**src/hw/rtl/lcg_pkg.sv**
```systemverilog
// Shared types and constants for the LCG random generator
`timescale 1ns / 1ps
package lcg_pkg;

  localparam logic [31:0] LCG_MULT          = 32'd3039177861;
  localparam logic [31:0] SEED_RESET        = 32'd1;
  localparam int          MAX_POISSON_DEF   = 64;
  localparam int          CFG_ADDR_W        = 3;
  localparam logic        CFG_IDX_SEED      = 1'b0;

  typedef enum logic [1:0] {
    OP_RAW     = 2'd0,
    OP_MOD     = 2'd1,
    OP_SCALE   = 2'd2,
    OP_POISSON = 2'd3
  } op_t;

  typedef enum logic [3:0] {
    ST_IDLE,
    ST_DRAW,
    ST_USE,
    ST_DIV,
    ST_SCALE,
    ST_PCHK,
    ST_PDRAW,
    ST_PGEN,
    ST_PMUL,
    ST_DONE
  } state_t;

  typedef struct packed {
    logic [1:0]  op;
    logic [30:0] bound;
    logic [31:0] low;
    logic [31:0] high;
    logic [31:0] limit_fraction;
  } in_item_t;

  typedef struct packed {
    logic [31:0] value;
    logic        error;
  } out_item_t;

  typedef struct packed {
    logic [31:0] a;
    logic [31:0] b;
  } mul_req_t;

endpackage

```
**src/hw/rtl/lcg_mul.sv**
```systemverilog
// Shared 32x32 multiplier with registered 64-bit product
`timescale 1ns / 1ps
module lcg_mul
  import lcg_pkg::*;
(
  input  logic        clk,
  input  mul_req_t    req,
  output logic [63:0] prod_r
);

  logic [63:0] prod_nxt;

  assign prod_nxt = {32'd0, req.a} * {32'd0, req.b};

  always_ff @(posedge clk) begin
    prod_r <= prod_nxt;
  end

endmodule

```
**src/hw/rtl/lcg_random_generator.sv**
```systemverilog
// LCG random generator: one draw per beat (more for Poisson), sequenced over a shared multiplier.
// Each beat draws a word (DRAW, USE), then goes to DONE for a raw word, via SCALE for
// a scaled uniform, via DIV (one quotient bit a cycle) for modulo, or per Poisson step via PCHK, PDRAW, PGEN, PMUL.
// One item in flight at a time: a new input beat is taken only after the last
// result has left DONE, which waits out any result stall.
// Reset (rst_n low, synchronous) sets seed and generator to 1 and empties
// the result register. No clearing pass.
`timescale 1ns / 1ps
module lcg_random_generator
  import lcg_pkg::*;
#(
  parameter int MAX_POISSON_STEPS = MAX_POISSON_DEF
) (
  input  logic                  clk,
  input  logic                  rst_n,
  input  logic                  in_valid,
  output logic                  in_ready,
  input  in_item_t              in_data,
  output logic                  out_valid,
  input  logic                  out_ready,
  output out_item_t             out_data,
  input  logic                  cfg_psel,
  input  logic                  cfg_penable,
  input  logic                  cfg_pwrite,
  input  logic [CFG_ADDR_W-1:0] cfg_paddr,
  input  logic [31:0]           cfg_pwdata,
  output logic [31:0]           cfg_prdata,
  output logic                  cfg_pready
);

  localparam int CNT_W = $clog2(MAX_POISSON_STEPS + 1);

  state_t      state_r, state_nxt;
  in_item_t    item_r, item_nxt;
  logic [31:0] seed_r, seed_nxt;
  logic [31:0] gen_r, gen_nxt;
  logic [31:0] span_r, span_nxt;
  logic        rev_r, rev_nxt;
  logic [30:0] rem_r, rem_nxt;
  logic [31:0] dsh_r, dsh_nxt;
  logic [4:0]  dcnt_r, dcnt_nxt;
  logic [31:0] t_r, t_nxt;
  logic [CNT_W-1:0] pcnt_r, pcnt_nxt;
  logic [31:0] res_r, res_nxt;
  logic        err_r, err_nxt;
  logic        out_valid_r, out_valid_nxt;
  out_item_t   out_data_r, out_data_nxt;

  mul_req_t    mul_req;
  logic [63:0] prod_r;
  logic [32:0] span_full;
  logic [31:0] div_r2;
  logic        div_ge;
  logic        cfg_wr;

  lcg_mul u_mul (
    .clk    (clk),
    .req    (mul_req),
    .prod_r (prod_r)
  );

  assign cfg_pready = 1'b1;
  assign cfg_wr     = cfg_psel && cfg_penable && cfg_pwrite
                      && (cfg_paddr[2] == CFG_IDX_SEED);
  assign cfg_prdata = (cfg_paddr[2] == CFG_IDX_SEED) ? seed_r : 32'd0;

  assign in_ready  = (state_r == ST_IDLE);
  assign out_valid = out_valid_r;
  assign out_data  = out_data_r;

  assign span_full = {1'b0, in_data.high} - {1'b0, in_data.low};

  // restoring divide step: remainder stays below bound, so {rem, bit} fits 32 bits
  assign div_r2 = {rem_r, dsh_r[31]};
  assign div_ge = (div_r2 >= {1'b0, item_r.bound});

  always_comb begin
    state_nxt     = state_r;
    item_nxt      = item_r;
    seed_nxt      = seed_r;
    gen_nxt       = gen_r;
    span_nxt      = span_r;
    rev_nxt       = rev_r;
    rem_nxt       = rem_r;
    dsh_nxt       = dsh_r;
    dcnt_nxt      = dcnt_r;
    t_nxt         = t_r;
    pcnt_nxt      = pcnt_r;
    res_nxt       = res_r;
    err_nxt       = err_r;
    out_valid_nxt = out_valid_r;
    out_data_nxt  = out_data_r;
    mul_req.a     = gen_r;
    mul_req.b     = LCG_MULT;

    if (out_valid_r && out_ready) begin
      out_valid_nxt = 1'b0;
    end

    if (cfg_wr) begin
      seed_nxt = cfg_pwdata;
      gen_nxt  = cfg_pwdata;
    end

    case (state_r)
      ST_IDLE: begin
        if (in_valid) begin
          item_nxt  = in_data;
          span_nxt  = span_full[31:0];
          rev_nxt   = span_full[32];
          state_nxt = ST_DRAW;
        end
      end
      ST_DRAW: begin
        state_nxt = ST_USE;
      end
      ST_USE: begin
        gen_nxt   = prod_r[31:0];
        res_nxt   = 32'd0;
        err_nxt   = 1'b0;
        mul_req.a = span_r;
        mul_req.b = prod_r[31:0];
        case (op_t'(item_r.op))
          OP_RAW: begin
            res_nxt   = prod_r[31:0];
            state_nxt = ST_DONE;
          end
          OP_MOD: begin
            if (item_r.bound == 31'd0) begin
              err_nxt   = 1'b1;
              state_nxt = ST_DONE;
            end else begin
              rem_nxt   = 31'd0;
              dsh_nxt   = prod_r[31:0];
              dcnt_nxt  = 5'd0;
              state_nxt = ST_DIV;
            end
          end
          OP_SCALE: begin
            if (rev_r) begin
              err_nxt   = 1'b1;
              state_nxt = ST_DONE;
            end else begin
              state_nxt = ST_SCALE;
            end
          end
          OP_POISSON: begin
            t_nxt     = prod_r[31:0];
            pcnt_nxt  = '0;
            state_nxt = ST_PCHK;
          end
          default: begin
            state_nxt = ST_DONE;
          end
        endcase
      end
      ST_DIV: begin
        rem_nxt  = div_ge ? 31'(div_r2 - {1'b0, item_r.bound}) : div_r2[30:0];
        dsh_nxt  = {dsh_r[30:0], 1'b0};
        dcnt_nxt = dcnt_r + 5'd1;
        if (dcnt_r == 5'd31) begin
          res_nxt   = {1'b0, rem_nxt};
          state_nxt = ST_DONE;
        end
      end
      ST_SCALE: begin
        res_nxt   = item_r.low + prod_r[63:32];
        state_nxt = ST_DONE;
      end
      ST_PCHK: begin
        if ((t_r > item_r.limit_fraction) &&
            (pcnt_r < CNT_W'(MAX_POISSON_STEPS))) begin
          pcnt_nxt  = pcnt_r + CNT_W'(1);
          state_nxt = ST_PDRAW;
        end else begin
          res_nxt   = 32'(pcnt_r);
          state_nxt = ST_DONE;
        end
      end
      ST_PDRAW: begin
        state_nxt = ST_PGEN;
      end
      ST_PGEN: begin
        // new uniform straight from the product register into the multiplier
        gen_nxt   = prod_r[31:0];
        mul_req.a = t_r;
        mul_req.b = prod_r[31:0];
        state_nxt = ST_PMUL;
      end
      ST_PMUL: begin
        t_nxt     = prod_r[63:32];
        state_nxt = ST_PCHK;
      end
      ST_DONE: begin
        if (!out_valid_r || out_ready) begin
          out_data_nxt.value = res_r;
          out_data_nxt.error = err_r;
          out_valid_nxt      = 1'b1;
          state_nxt          = ST_IDLE;
        end
      end
      default: begin
        state_nxt = ST_IDLE;
      end
    endcase
  end

  always_ff @(posedge clk) begin
    if (!rst_n) begin
      state_r     <= ST_IDLE;
      seed_r      <= SEED_RESET;
      gen_r       <= SEED_RESET;
      out_valid_r <= 1'b0;
    end else begin
      state_r     <= state_nxt;
      seed_r      <= seed_nxt;
      gen_r       <= gen_nxt;
      out_valid_r <= out_valid_nxt;
    end
  end

  always_ff @(posedge clk) begin
    item_r     <= item_nxt;
    span_r     <= span_nxt;
    rev_r      <= rev_nxt;
    rem_r      <= rem_nxt;
    dsh_r      <= dsh_nxt;
    dcnt_r     <= dcnt_nxt;
    t_r        <= t_nxt;
    pcnt_r     <= pcnt_nxt;
    res_r      <= res_nxt;
    err_r      <= err_nxt;
    out_data_r <= out_data_nxt;
  end

endmodule

```
**config.mk**
```make
export PLATFORM = sky130hd
export DESIGN_NAME = lcg_random_generator
export DESIGN_NICKNAME = d
export VERILOG_FILES = /design/src/hw/rtl/lcg_pkg.sv /design/src/hw/rtl/lcg_mul.sv /design/src/hw/rtl/lcg_random_generator.sv
export SDC_FILE = /design/constraint.sdc
export NUM_CORES = 2
export LEC_CHECK = 0
export ABC_AREA = 1
export CORE_UTILIZATION = 35
export DETAILED_ROUTE_END_ITERATION = 7
export DONT_BUFFER_PORTS = 1
export PLACE_DENSITY = 0.58
export SLEW_MARGIN = 5
export SYNTH_ARGS = -nofsm -noshare
export SYNTH_HDL_FRONTEND = slang
export SYNTH_HIERARCHICAL = 1
export SYNTH_SLANG_ARGS = --single-unit
export TNS_END_PERCENT = 1
```
**constraint.sdc**
```tcl
create_clock -name clk -period 28.3 [get_ports clk]
set_input_delay 5.66 -clock clk [delete_from_list [all_inputs] [get_ports clk]]
set_output_delay 5.66 -clock clk [all_outputs]
set_load 0.05 [all_outputs]
```
==> results.cfg <==
[status]
status = complete, no violations

[clock_tree]
clkTransAtPathRegs_ns = 0.06
cts_hold_buf = 0
insertion_delay_ns = 0.60
cts_max_path_buffers = 3
numClockSinks = 436
cts_resized = 0
cts.htree.levels = 2
numCtsBuffers = 45
cts_root_buffer = clkbuf_16
cts_tree = yes
post-cts-setup-buffers = 0

[sta]
setup_viol = 0
final.setup.tns_ns = 0
period_needed_ns = 12.02
hold_viol_final = 0
worst_pin_slew_ns = 1.219
timing.hold.ws_ns = 0.4106
slew_headroom = 0.1844
max_freq_mhz = 83.22
fin_skew_ns = 0.01668
rsz0062_at_grt = no
maxSlewViolCount = 0
fin_crit_sh = 0.4246

[setup_path]
crit_type = in2out
crit_family = simple AND/OR/NAND/NOR gates
cp-end-kind = output pin
cpPeakStageDelay_ns = 0.69
worst_setup_path_start_kind = primary input
cp.arrival_ns = 6.36
reg2reg_depth = 34
crit_buf_inv = 0
critPathRequiredTime_ns = 22.64
cp_slowest_cell = nor2_1
worstPathCellList = nor2_1
cp.depth = 1
path_max_fanout = 33

[synthesis]
seq_area_frac_synth = 0.1983
synthTopCellsByArea = fa_1, edfxtp_1, nand2_1
synth_top_area_cell = fa_1
synth-seq-cells = 436
synth.distinct_cells = 51
avgSynthCellArea_um2 = 7.695
syn_area_um2 = 59310
synth_fp_nets = 9175
syn_inst = 7708
synth_top_area_frac = 0.3034
yosysWarningCount = 6
synth_edf_count = 303
synthArstFlopShare = 0
synth_ff_type = edfxtp_1

[hold_path]
worst_hold_path_type = reg2reg
hold_path_depth = 0

[route]
drtIter0Drc = 3589
via_per_inst = 4.818
wl_per_cell_um = 19.41
finalWirelength_um = 190700
postRouteAntennaNets = 0
dr.pass1.iters = 8
drc = 0
vias = 47330

[die]
dieArea_um2 = 171100
std_cell_rows = 150
io_pins = 239
core_um2 = 167800
die_h_um = 413.7
die_w_um = 413.7
start_util = 0.3535

[cells_and_area]
fin_cells = 9824
mostFrequentLayoutCells = nand2_1, inv_1, fa_1, ha_1, nor2_1
final_util = 0.3771
syn2layout_area_growth_pct = 6.666
layout-drive-gt1-share = 0.03729
nets = 9046
final_common_cell = nand2_1

[global_route]
antenna_found_initial = 8
grt_overflow_total = 0
grt_util_all_layers = 0.2248
first_global_vias = 48090
grt_max_degree = 72
grt_first_pass_wirelength_um = 291600

[place]
hpwlAfterDp_um = 155300
gp_congestion = 0.9718
io_buffers = 0
place_inst = 9736

[job]
drv_cap = 0
[path summary, 6_finish.rpt]
path	from	end	slack [ns]
worst max-delay path	cfg_paddr[2]	cfg_prdata[16]	16.28
worst min register to register	res_r[14]$_DFFE_PP_	out_data[15]$_DFFE_PP_	0.41
worst max register to register	state_r[3]$_SDFFE_PN0P_	u_mul/prod_r[62]$_DFF_P_	17.90
worst min-delay path	res_r[14]$_DFFE_PP_	out_data[15]$_DFFE_PP_	0.41
[flip-flops by register name (all words and copies together) (netlist names)]
signal / count
u_mul/prod_r: 64
pcnt_r: 7
res_r: 32
gen_r: 32
span_r: 32
out_valid: 1
seed_r: 32
err_r: 1
item_r: 97
t_r: 32
dcnt_r: 5
dsh_r: 32
state_r: 4
out_data: 33
rev_r: 1
rem_r: 31
[logic make-up after synthesis]
group / synth area share
buf+inv: 0.1514
compound gates: 0.04289
other cells: 0.00006323
flops: 0.1983
simple gates: 0.2081
xor+xnor: 0.01211
fa+ha+maj: 0.3872
[stage by stage]
| step | setup WS (ns) | cell area (µm²) |
|---|---|---|
| after floorplan | 13.09 | 59310 |
| after CTS | 16.29 | 63250 |
| final | 16.28 | 63260 |
| after detailed placement | 16.29 | 61740 |
| after global routing | 16.25 | 63260 |
| after global placement | 16.29 | 61740 |
[cells in the mapped netlist (17+ instances only)]
master	count
a21oi_1	239
nand2_1	2281
nand2_2	17
nor2_1	375
dfxtp_1	133
edfxtp_1	303
xor2_1	51
nand4_1	54
inv_1	2100
xnor2_1	31
clkbuf_1	228
nor2_2	24
nand3_1	203
buf_2	24
ha_1	397
fa_1	899
o21bai_1	23
nor3_1	31
a211oi_1	18
o21ai_0	131
[metal layers]
metal	wire length, µm	GRT usage	vias up	part of all wire
met5	11	0	-	0.000058
met4	3889	0.04784	2	0.020
met3	11300	0.02522	209	0.059
met2	91140	0.3809	1414	0.48
met1	84370	0.3078	23450	0.44
li1	-	-	22260	-
[cell type report]
| class | instances | area (µm²) |
|---|---|---|
| fill | 17550 | 104500 |
| multi-input combinational | 4896 | 38650 |
| sequential | 436 | 11760 |
| inverter | 2116 | 7943 |
| tap | 2204 | 2758 |
| clock buffer | 62 | 1294 |
| timing repair buffer | 84 | 630.6 |
| clock inverter | 22 | 217.7 |
| antenna | 4 | 10.01 |
Power is not shown: default switching activity piles up to over one toggle a cycle in this logic, so the estimate is an artifact.
